[config.mk]
export PLATFORM = sky130hd
export DESIGN_NAME = x86_status_flag_unit
export DESIGN_NICKNAME = d
export VERILOG_FILES = /design/src/rtl/xsfu_pkg.sv /design/src/rtl/x86_status_flag_unit.sv /design/src/rtl/xsfu_in_stage.sv /design/src/rtl/xsfu_exec.sv /design/src/rtl/xsfu_out_stage.sv
export SDC_FILE = /design/constraint.sdc
export NUM_CORES = 1
export LEC_CHECK = 0
export ABC_AREA = 1
export ABC_CLOCK_PERIOD_IN_PS = 8300
export BUFFER_PORTS_ARGS = -buffer_cell sky130_fd_sc_hd__buf_4
export CAP_MARGIN = 30
export CORE_MARGIN = 8
export CORE_UTILIZATION = 53
export CTS_BUF_LIST = sky130_fd_sc_hd__clkbuf_8 sky130_fd_sc_hd__clkbuf_16
export DETAILED_ROUTE_END_ITERATION = 10
export GPL_ROUTABILITY_DRIVEN = 0
export GPL_TIMING_DRIVEN = 0
export PLACE_DENSITY = 0.89
export SYNTH_ARGS = -nofsm -noshare
export SYNTH_HDL_FRONTEND = slang
export SYNTH_SLANG_ARGS = --single-unit
export TNS_END_PERCENT = 20
[constraint.sdc]
create_clock -name clock -period 8.3 [get_ports clock]
set_clock_uncertainty 0.15 [all_clocks]
set_input_delay 1.66 -clock clock [delete_from_list [all_inputs] [get_ports clock]]
set_output_delay 1.66 -clock clock [all_outputs]
set_load 0.03 [all_outputs]
[src/rtl/xsfu_pkg.sv]
// Shared types, codes and helper functions for the x86 status flag unit.
package xsfu_pkg;

   // Request kinds
   localparam logic [2:0] KIND_ADD   = 3'd0;
   localparam logic [2:0] KIND_SUB   = 3'd1;
   localparam logic [2:0] KIND_COND  = 3'd2;
   localparam logic [2:0] KIND_READ  = 3'd3;
   localparam logic [2:0] KIND_WRITE = 3'd4;

   // Operand width codes
   localparam logic [1:0] WID_8  = 2'd0;
   localparam logic [1:0] WID_16 = 2'd1;
   localparam logic [1:0] WID_32 = 2'd2;
   localparam logic [1:0] WID_64 = 2'd3;

   // Condition selectors (cond[3:1])
   localparam logic [2:0] CSEL_O  = 3'd0;
   localparam logic [2:0] CSEL_C  = 3'd1;
   localparam logic [2:0] CSEL_Z  = 3'd2;
   localparam logic [2:0] CSEL_BE = 3'd3;
   localparam logic [2:0] CSEL_S  = 3'd4;
   localparam logic [2:0] CSEL_P  = 3'd5;
   localparam logic [2:0] CSEL_L  = 3'd6;
   localparam logic [2:0] CSEL_LE = 3'd7;

   // Bit index of each flag in the internal flag vector
   localparam int FL_CF = 0;
   localparam int FL_PF = 1;
   localparam int FL_AF = 2;
   localparam int FL_ZF = 3;
   localparam int FL_SF = 4;
   localparam int FL_DF = 5;
   localparam int FL_OF = 6;
   localparam int NUM_FLAGS = 7;

   // Position of each flag in the architectural flag word
   localparam int POS_CF = 0;
   localparam int POS_PF = 2;
   localparam int POS_AF = 4;
   localparam int POS_ZF = 6;
   localparam int POS_SF = 7;
   localparam int POS_DF = 10;
   localparam int POS_OF = 11;

   // Fixed bits of the flag word (reserved bit 1 and IF)
   localparam logic [63:0] FLAG_WORD_BASE = 64'h202;

   // AF comes from the carry out of the low nibble
   localparam int AF_BIT = 4;

   typedef logic [NUM_FLAGS-1:0] flags_type;

   typedef struct packed {
      logic [2:0]  kind;
      logic [1:0]  width_code;
      logic [63:0] lhs;
      logic [63:0] rhs;
      logic [63:0] res;
      logic        keep_carry;
      logic [3:0]  cond;
      logic [63:0] word_in;
   } req_type;

   typedef struct packed {
      logic        cond_true;
      logic [63:0] flag_word;
      flags_type   flags_now;
   } rsp_type;

   // Low-bits mask for an operand width
   function automatic logic [63:0] width_mask(input logic [1:0] wc);
      logic [63:0] m;
      case (wc)
         WID_8:   m = 64'h0000_0000_0000_00FF;
         WID_16:  m = 64'h0000_0000_0000_FFFF;
         WID_32:  m = 64'h0000_0000_FFFF_FFFF;
         default: m = 64'hFFFF_FFFF_FFFF_FFFF;
      endcase
      return m;
   endfunction

   // Sign bit of a value at an operand width
   function automatic logic sign_at(input logic [63:0] v, input logic [1:0] wc);
      logic s;
      case (wc)
         WID_8:   s = v[7];
         WID_16:  s = v[15];
         WID_32:  s = v[31];
         default: s = v[63];
      endcase
      return s;
   endfunction

   // Even parity of the low byte
   function automatic logic even_parity8(input logic [63:0] v);
      return ~(^v[7:0]);
   endfunction

endpackage

[src/rtl/x86_status_flag_unit.sv]
// Top level of the x86 status flag unit.
//
//   channel | direction | handshake            | payload
//   req_    | in        | req_valid/req_ready  | kind, width_code, lhs, rhs, res,
//           |           |                      | keep_carry, cond, word_in
//   rsp_    | out       | rsp_valid/rsp_ready  | cond_true, flag_word, flags_now
//
// One word per cycle sustained while rsp_ready stays high; a word passes through the input
// register, then the flag logic into the result register, before rsp_valid shows it.
// The flag register updates as a word moves into the result register, so each
// word sees the flags left by all words before it.
// Synchronous reset clears both valid bits and all flags.
// A stalled rsp_ tolerates one more word held in the input register; req_ready
// drops only when both registers are full and rsp_ready is low.
module x86_status_flag_unit (
   input  logic        clock,
   input  logic        reset,
   input  logic        req_valid,
   output logic        req_ready,
   input  logic [2:0]  req_kind,
   input  logic [1:0]  req_width_code,
   input  logic [63:0] req_lhs,
   input  logic [63:0] req_rhs,
   input  logic [63:0] req_res,
   input  logic        req_keep_carry,
   input  logic [3:0]  req_cond,
   input  logic [63:0] req_word_in,
   output logic        rsp_valid,
   input  logic        rsp_ready,
   output logic        rsp_cond_true,
   output logic [63:0] rsp_flag_word,
   output logic [6:0]  rsp_flags_now
);
   import xsfu_pkg::*;

   req_type in_word, stage_word;
   rsp_type next_rsp, out_word;
   logic    stage_valid, out_valid, advance;

   assign in_word.kind       = req_kind;
   assign in_word.width_code = req_width_code;
   assign in_word.lhs        = req_lhs;
   assign in_word.rhs        = req_rhs;
   assign in_word.res        = req_res;
   assign in_word.keep_carry = req_keep_carry;
   assign in_word.cond       = req_cond;
   assign in_word.word_in    = req_word_in;

   // Move a word forward when the result register is free or being emptied
   assign advance = stage_valid && (!out_valid || rsp_ready);

   xsfu_in_stage u_in (
      .clock       (clock),
      .reset       (reset),
      .in_valid    (req_valid),
      .in_ready    (req_ready),
      .in_word     (in_word),
      .advance     (advance),
      .stage_valid (stage_valid),
      .stage_word  (stage_word)
   );

   xsfu_exec u_exec (
      .clock   (clock),
      .reset   (reset),
      .advance (advance),
      .req     (stage_word),
      .rsp     (next_rsp)
   );

   xsfu_out_stage u_out (
      .clock     (clock),
      .reset     (reset),
      .advance   (advance),
      .next_word (next_rsp),
      .out_valid (out_valid),
      .out_ready (rsp_ready),
      .out_word  (out_word)
   );

   assign rsp_valid     = out_valid;
   assign rsp_cond_true = out_word.cond_true;
   assign rsp_flag_word = out_word.flag_word;
   assign rsp_flags_now = out_word.flags_now;

endmodule

[src/rtl/xsfu_in_stage.sv]
// Input register stage: captures one request word per cycle while the stage is free or its word moves on.
module xsfu_in_stage (
   input  logic             clock,
   input  logic             reset,
   input  logic             in_valid,
   output logic             in_ready,
   input  xsfu_pkg::req_type in_word,
   input  logic             advance,
   output logic             stage_valid,
   output xsfu_pkg::req_type stage_word
);
   import xsfu_pkg::*;

   logic    valid_ff, valid_in;
   req_type word_ff, word_in;
   logic    load;

   // Stage frees up in the same cycle its word moves on
   assign in_ready = !valid_ff || advance;
   assign load     = in_valid && in_ready;

   always_comb begin
      valid_in = valid_ff;
      word_in  = word_ff;
      if (load) begin
         valid_in = 1'b1;
         word_in  = in_word;
      end else if (advance) begin
         valid_in = 1'b0;
      end
   end

   always_ff @(posedge clock) begin
      if (reset) begin
         valid_ff <= 1'b0;
      end else begin
         valid_ff <= valid_in;
      end
   end

   // Payload needs no reset
   always_ff @(posedge clock) begin
      word_ff <= word_in;
   end

   assign stage_valid = valid_ff;
   assign stage_word  = word_ff;

endmodule

[src/rtl/xsfu_exec.sv]
// Flag state register and the single-pass flag / condition / flag word logic.
module xsfu_exec (
   input  logic              clock,
   input  logic              reset,
   input  logic              advance,
   input  xsfu_pkg::req_type  req,
   output xsfu_pkg::rsp_type  rsp
);
   import xsfu_pkg::*;

   flags_type flags_ff, flags_in;

   always_comb begin
      logic [63:0] m;
      logic [63:0] lhs, rhs, res;
      logic        sl, sr, sres;
      logic        slt;
      logic        cr;
      logic [63:0] word;
      logic        wide;

      m    = width_mask(req.width_code);
      lhs  = req.lhs & m;
      rhs  = req.rhs & m;
      res  = req.res & m;
      sl   = sign_at(lhs, req.width_code);
      sr   = sign_at(rhs, req.width_code);
      sres = sign_at(res, req.width_code);
      // signed less-than at width: differing signs decide, else unsigned compare
      slt  = (sl != sr) ? sl : (lhs < rhs);

      cr   = 1'b0;
      word = '0;
      wide = 1'b0;

      flags_in      = flags_ff;
      rsp.cond_true = 1'b0;
      rsp.flag_word = '0;

      case (req.kind)
         KIND_ADD: begin
            flags_in[FL_SF] = sres;
            flags_in[FL_PF] = even_parity8(res);
            flags_in[FL_AF] = lhs[AF_BIT] ^ rhs[AF_BIT] ^ res[AF_BIT];
            flags_in[FL_ZF] = (res == '0);
            if (!req.keep_carry) begin
               flags_in[FL_CF] = (res < lhs);
            end
            flags_in[FL_OF] = (sl == sr) && (sres != sl);
         end
         KIND_SUB: begin
            flags_in[FL_SF] = sres;
            flags_in[FL_PF] = even_parity8(res);
            flags_in[FL_AF] = lhs[AF_BIT] ^ rhs[AF_BIT] ^ res[AF_BIT];
            flags_in[FL_ZF] = (lhs == rhs);
            if (!req.keep_carry) begin
               flags_in[FL_CF] = (lhs < rhs);
            end
            flags_in[FL_OF] = sres ^ slt;
         end
         KIND_COND: begin
            case (req.cond[3:1])
               CSEL_O:  cr = flags_ff[FL_OF];
               CSEL_C:  cr = flags_ff[FL_CF];
               CSEL_Z:  cr = flags_ff[FL_ZF];
               CSEL_BE: cr = flags_ff[FL_CF] | flags_ff[FL_ZF];
               CSEL_S:  cr = flags_ff[FL_SF];
               CSEL_P:  cr = flags_ff[FL_PF];
               CSEL_L:  cr = flags_ff[FL_SF] ^ flags_ff[FL_OF];
               default: cr = flags_ff[FL_ZF] | (flags_ff[FL_SF] ^ flags_ff[FL_OF]);
            endcase
            rsp.cond_true = cr ^ req.cond[0];
         end
         KIND_READ: begin
            word         = FLAG_WORD_BASE;
            word[POS_CF] = flags_ff[FL_CF];
            word[POS_PF] = flags_ff[FL_PF];
            word[POS_AF] = flags_ff[FL_AF];
            word[POS_ZF] = flags_ff[FL_ZF];
            word[POS_SF] = flags_ff[FL_SF];
            word[POS_DF] = flags_ff[FL_DF];
            word[POS_OF] = flags_ff[FL_OF];
            rsp.flag_word = word & m;
         end
         KIND_WRITE: begin
            // DF and OF sit above bit 7, so a byte-wide write skips them
            wide = (req.width_code != WID_8);
            flags_in[FL_CF] = req.word_in[POS_CF];
            flags_in[FL_PF] = req.word_in[POS_PF];
            flags_in[FL_AF] = req.word_in[POS_AF];
            flags_in[FL_ZF] = req.word_in[POS_ZF];
            flags_in[FL_SF] = req.word_in[POS_SF];
            if (wide) begin
               flags_in[FL_DF] = req.word_in[POS_DF];
               flags_in[FL_OF] = req.word_in[POS_OF];
            end
         end
         default: begin
            flags_in = flags_ff;
         end
      endcase

      rsp.flags_now = flags_in;
   end

   // Flags commit when the word moves into the result register
   always_ff @(posedge clock) begin
      if (reset) begin
         flags_ff <= '0;
      end else if (advance) begin
         flags_ff <= flags_in;
      end
   end

endmodule

[src/rtl/xsfu_out_stage.sv]
// Result register: holds one response word until the consumer takes it.
module xsfu_out_stage (
   input  logic              clock,
   input  logic              reset,
   input  logic              advance,
   input  xsfu_pkg::rsp_type  next_word,
   output logic              out_valid,
   input  logic              out_ready,
   output xsfu_pkg::rsp_type  out_word
);
   import xsfu_pkg::*;

   logic    valid_ff, valid_in;
   rsp_type word_ff, word_in;

   always_comb begin
      valid_in = valid_ff;
      word_in  = word_ff;
      if (advance) begin
         valid_in = 1'b1;
         word_in  = next_word;
      end else if (out_ready) begin
         valid_in = 1'b0;
      end
   end

   always_ff @(posedge clock) begin
      if (reset) begin
         valid_ff <= 1'b0;
      end else begin
         valid_ff <= valid_in;
      end
   end

   always_ff @(posedge clock) begin
      word_ff <= word_in;
   end

   assign out_valid = valid_ff;
   assign out_word  = word_ff;

endmodule

# Word level (Yosys, flattened, before mapping)
# Cells that the tools add are included.
dict set report totals {
  regBits 295
  input_bits 270
  out_inout_bits 74
  wordCells 76
}
dict set report classes {
  magnitude_cmp 2
  eq_ne 16
  mux 17
  n_bitwise 12
  n_reduce_logical 15
}
# cell count
set ops {}
lappend ops {{$and A64 B64 Y64} 3}
lappend ops {{$pmux W64 S3} 1}
lappend ops {{$lt A64 B64 Y1} 2}
lappend ops {{$and A12 B64 Y64} 1}
lappend ops {{$eq A64 B64 Y1} 1}
lappend ops {{$logic_not A64 Y1} 1}
lappend ops {{$pmux W5 S3} 1}
lappend ops {{$eq A3 B2 Y1 const B} 4}
lappend ops {{$eq A3 B3 Y1 const B} 4}
lappend ops {{$pmux W1 S3} 4}
lappend ops {{$mux W1} 9}
lappend ops {{$reduce_xor A8 Y1} 1}
lappend ops {{$pmux W1 S7} 1}
lappend ops {{$eq A3 B1 Y1 const B} 2}
lappend ops {{$logic_not A3 Y1} 2}
lappend ops {{$reduce_bool A2 Y1} 3}
lappend ops {{$xor A1 B1 Y1} 5}
lappend ops {{$logic_and A1 B1 Y1} 3}
lappend ops {{$eq A2 B1 Y1 const B} 1}
lappend ops {{$eq A2 B2 Y1 const B} 1}
lappend ops {{$logic_not A1 Y1} 2}
lappend ops {{$logic_not A2 Y1} 1}
lappend ops {{$logic_or A1 B1 Y1} 2}
lappend ops {{$mux W2} 1}
lappend ops {{other kinds (4)} 6}

# Longest topological paths before layout
dict set report logic_depth {
  word_depth 8
  depth_mapped 24
  depth_no_buf 22
}

# By module
# Synthesis repeated with hierarchy kept, for this count alone.
dict set report unflattened {
  cells_unflattened 1280
  hier_area_um2 15716.3
}
# mod n_inst cells_per_inst area_each_um2 seq_area_each_um2
set by_module_without_submodules {}
lappend by_module_without_submodules {xsfu_in_stage 1 272 8035.2 8007.7}
lappend by_module_without_submodules {xsfu_exec 1 928 5462.7 140.1}
lappend by_module_without_submodules {xsfu_out_stage 1 77 2202.1 2182.1}
lappend by_module_without_submodules {x86_status_flag_unit 1 3 16.3 0.0}

# Least setup slack after synthesis
# No wires, ideal clock.
dict set report synth_timing {
  kind {input-to-reg}
  start {input rsp_ready}
  end {register u_in.word_ff (netlist bit u_in.stage_word[0]) (enable)}
  setup_time_ns 0.560
  t_arrival_ns 6.128
  required_ns 7.590
  path_slack_ns 1.462
  path_stages 4
  n_path_buf 0
  cell_sequence {inv_1 nand3_1 nand2_1 inv_1}
}
dict set report synth_via {
  elab_chain_len 4
}
# item line
set synth_rtl {}
lappend synth_rtl {{start, declared} x86_status_flag_unit.sv:29} ;# input logic rsp_ready,
lappend synth_rtl {{$logic_or A1 B1 Y1} x86_status_flag_unit.sv:50} ;# assign advance = stage_valid && (!out_valid || rsp_ready);
lappend synth_rtl {{$logic_and A1 B1 Y1} x86_status_flag_unit.sv:50}
lappend synth_rtl {{$logic_or A1 B1 Y1} xsfu_in_stage.sv:19} ;# assign in_ready = !valid_ff || advance;
lappend synth_rtl {{named net req_ready} x86_status_flag_unit.sv:19} ;# output logic req_ready,
lappend synth_rtl {{$logic_and A1 B1 Y1} xsfu_in_stage.sv:20} ;# assign load = in_valid && in_ready;
lappend synth_rtl {{named net u_in.load} xsfu_in_stage.sv:16} ;# logic load;
lappend synth_rtl {{end signal, assigned} xsfu_in_stage.sv:43} ;# word_ff <= word_in;
lappend synth_rtl {{end, declared} xsfu_in_stage.sv:15} ;# req_type word_ff, word_in;
# The timed path passes the listed nets, and every way through them passes these cells.
# A chain may end at the register's enable or synchronous reset.

==> flow_metrics.tcl <==
set metrics [dict create \
    internal_power_uw 2210 \
    max-vdd-ir-drop_v 0.000162 \
    worst_slack_ns 3.97 \
    gr-usage-met3_pct 4.44 \
    nets 1881 \
    cp_top_family "simple AND/OR/NAND/NOR gates" \
    hp-start "u_exec.flags_ff[5]" \
    synth_ff_type "edfxtp_1" \
    worst_pin_slew_ns 0.810 \
    top_usage_layer "met2" \
    clkPwrFrac_pct 37.5 \
    setup_viol 0 \
    grtUsageMet1_pct 24.8 \
    synth_top_area_share_pct 55.3 \
    cp_slowest_cell "clkbuf_1" \
    hold_class "flop to flop" \
    fin_crit_ns 4.33 \
    r2r-start "u_in.stage_word[262]" \
    path_class "flop to flop" \
    worstPathArrival_ns 4.47 \
    drc 0 \
    timing.fmax_ghz 0.231 \
    cp_common_cell "nand2_1" \
    cts_resized 0 \
    dieArea_sq_mm 0.0283 \
    finish.utilization_pct 68.0 \
    rr_worst_depth 22 \
    coreArea_sq_mm 0.0227 \
    drt.antenna.violating_nets 0 \
    pin_count 344 \
    hold_violations 0 \
    critPathLaunchType "flop" \
    syn_avg_cell_area_sq_um 10.5 \
    die_w_microns 168 \
    switching_share_pct 25.4 \
    netlist_instances 1167 \
    path_max_fanout 10 \
    slew_violations 0 \
    sequentialPowerShare_pct 47.4 \
    cp_num_buf_inv 6 \
    fin_crit_sh_pct 52.2 \
    dr.pass1.iters 8 \
    fp.dieH_microns 168 \
    track_usage_pct 21.7 \
    p_per_area_mw_per_mm2 192 \
    ys_top_cells_by_count "nand2_1 (258), edfxtp_1 (226), inv_1 (181)" \
    cts_tree "yes" \
    cts_made_buffers 26 \
    r2r-end "u_out.out_word[6]" \
    max_slew_margin_pct 45.6 \
    cts_setup_buffers 0 \
    initial_core_util_pct 54.0 \
    layout-drive-gt1-share_pct 22.9 \
    status "completed" \
    crit_chain "nand2_2, inv_2, clkbuf_1, clkbuf_1, nand2_1, inv_1, ha_1, nand2_1, nor2_1, nand3_1, nor4_1, nand2_1, inv_1, nand2_1, nand2_1, nand2_1, nand2_1, nand2_1, nand3_1, nand2_1, nand2_1, inv_1" \
    hold_path_end "u_exec.flags_ff[5]" \
    synth_area_leaders "edfxtp_1 (55%), ha_1 (13%), nand2_1 (7.9%), inv_1 (5.5%), buf_4 (3.4%)" \
    holdBufCountCts 0 \
    total_power_uw 2960 \
    grt_max_degree 122 \
    cts_root_buf "clkbuf_16" \
    finalSetupTns_ns 0 \
    yosysSeqAreaShare_pct 56.8 \
    pre_cts_ws_ns 4.14 \
    max_stage_delay_ns 0.52 \
    cp.required_ns 8.44 \
    io_buffers 230 \
    antenna_found_initial 1 \
    synth_top_cell_by_area "edfxtp_1" \
    met2_usage_pct 39.1 \
    grt_pass1_wl_microns 48700 \
    yosys_warnings 0 \
    first_iter_violations 773 \
    leakagePower_uw 0.00757 \
    p_comb_share_pct 15.1 \
    clock_sinks 235 \
    syn2layout_area_growth_pct 25.8 \
    yosys.cell_count.top_type "nand2_1" \
    dp_hpwl_microns 24300 \
    cts_buffer_depth 3 \
    vias 9229 \
    grt_pass1_vias 9695 \
    grt-ovfl-total 0 \
    switchingPower_uw 752 \
    viasPerCell 5.17 \
    drv_cap 0 \
    rows 55 \
    clk_pin_slew_ns 0.06 \
    rsz0062_at_grt "no" \
    ys_seq_elements 235 \
    htreeDepth 1 \
    crit_path_end_kind "flop" \
    syn_area_sq_mm 0.0123 \
    wl_microns 31400 \
    r2r_slack_ns 3.97 \
    hold_depth 2 \
    synth_edf_count 226 \
    async_flop_share_pct 0 \
    wire_per_inst_microns 17.6 \
    clkLatencyLatePin_ns 0.55 \
    synth_cell_types 40 \
]
[layer usage]
| layer | routed length (microns) | share of wire, % | vias to the layer above |
|---|---|---|---|
| met1 | 12000 | 38 | 4256 |
| met4 | 1240 | 3.9 | 0 |
| met2 | 15800 | 50 | 430 |
| met5 | 0 | 0 | - |
| met3 | 2360 | 7.5 | 82 |
| li1 | - | - | 4461 |
[power by group through the flow]
stage	sequential, uW	clock, uW	combinational, uW
2_1_floorplan	1440	0	263
6_report	1400	1110	446
5_1_grt	1410	1170	494
3_3_place_gp	1440	0	413
4_1_cts	1400	1130	443
3_5_place_dp	1430	0	437
[area by class of cell]
class / count / area (sq um)
Fill cell: 1601 / 7280
Sequential cell: 235 / 6970
Multi-Input combinational cell: 726 / 4300
Timing Repair Buffer: 231 / 1750
Inverter: 186 / 706
Clock buffer: 27 / 664
Buffer: 74 / 507
Tap cell: 285 / 357
Clock inverter: 21 / 174
Antenna cell: 1 / 2.50
[tightest hold or removal path, cell delays in order, from the launching register on]
cell,delay (ns)
dfxtp_1,0.29
inv_1,0.08
a211oi_1,0.07
[state kept, by name, indices dropped and copies added (netlist names)]
register,cells
u_out.out_word,17
u_in.stage_word,209
u_exec.flags_ff,7
u_out.out_valid,1
u_in.stage_valid,1
[cell usage in the layout (no fill, tap or decap), types with 6 or more instances in the layout]
master and count:
nor2_1 76, nor4_1 10, buf_4 286, dfxtp_1 9, edfxtp_1 226, o21ai_0 20, nand2_1 258, a21oi_1 79
nand3_1 22, nand4_1 15, clkinv_1 6, ha_1 131, clkinv_2 7, inv_1 183, clkbuf_1 8, xnor2_1 6
nor3_1 15, clkbuf_16 26, conb_1 55
[cells by family after synthesis]
family / synth area share, %
AOI/OAI and AO/OA: 5.95
DFF: 56.8
xor gates and xnor gates: 0.428
buffers and inverters: 9.82
adders and majority gates: 13.4
other: 0.0306
and+or+nand+nor: 13.6
[through the flow]
stage	instances	cell area, sq um	hold WS [ns]
after floorplan	1221	12500	0.307
after global placement	1736	14600	0.321
after CTS	1785	15400	0.346
after global routing	1786	15400	0.397
after detailed placement	1737	14600	0.338
final	1786	15400	0.344
[worst max path at each step]
| stage | startpoint | endpoint | slack, ns | cells after the start |
|---|---|---|---|---|
| detailed placement | u_in.stage_word[262] | u_out.out_word[6] | 4.14 | 22 |
| floorplan | rsp_ready | u_in.stage_word[0] | 1.46 | 4 |
| finish | u_in.stage_word[262] | u_out.out_word[6] | 3.97 | 22 |
| global placement | rsp_ready | u_in.stage_word[121] | 0.1 | 5 |
| CTS | u_in.stage_word[262] | u_out.out_word[0] | 4.04 | 15 |
| global route | u_in.stage_word[262] | u_out.out_word[6] | 3.66 | 22 |
No activity file was read; power rests on OpenSTA's default activity.
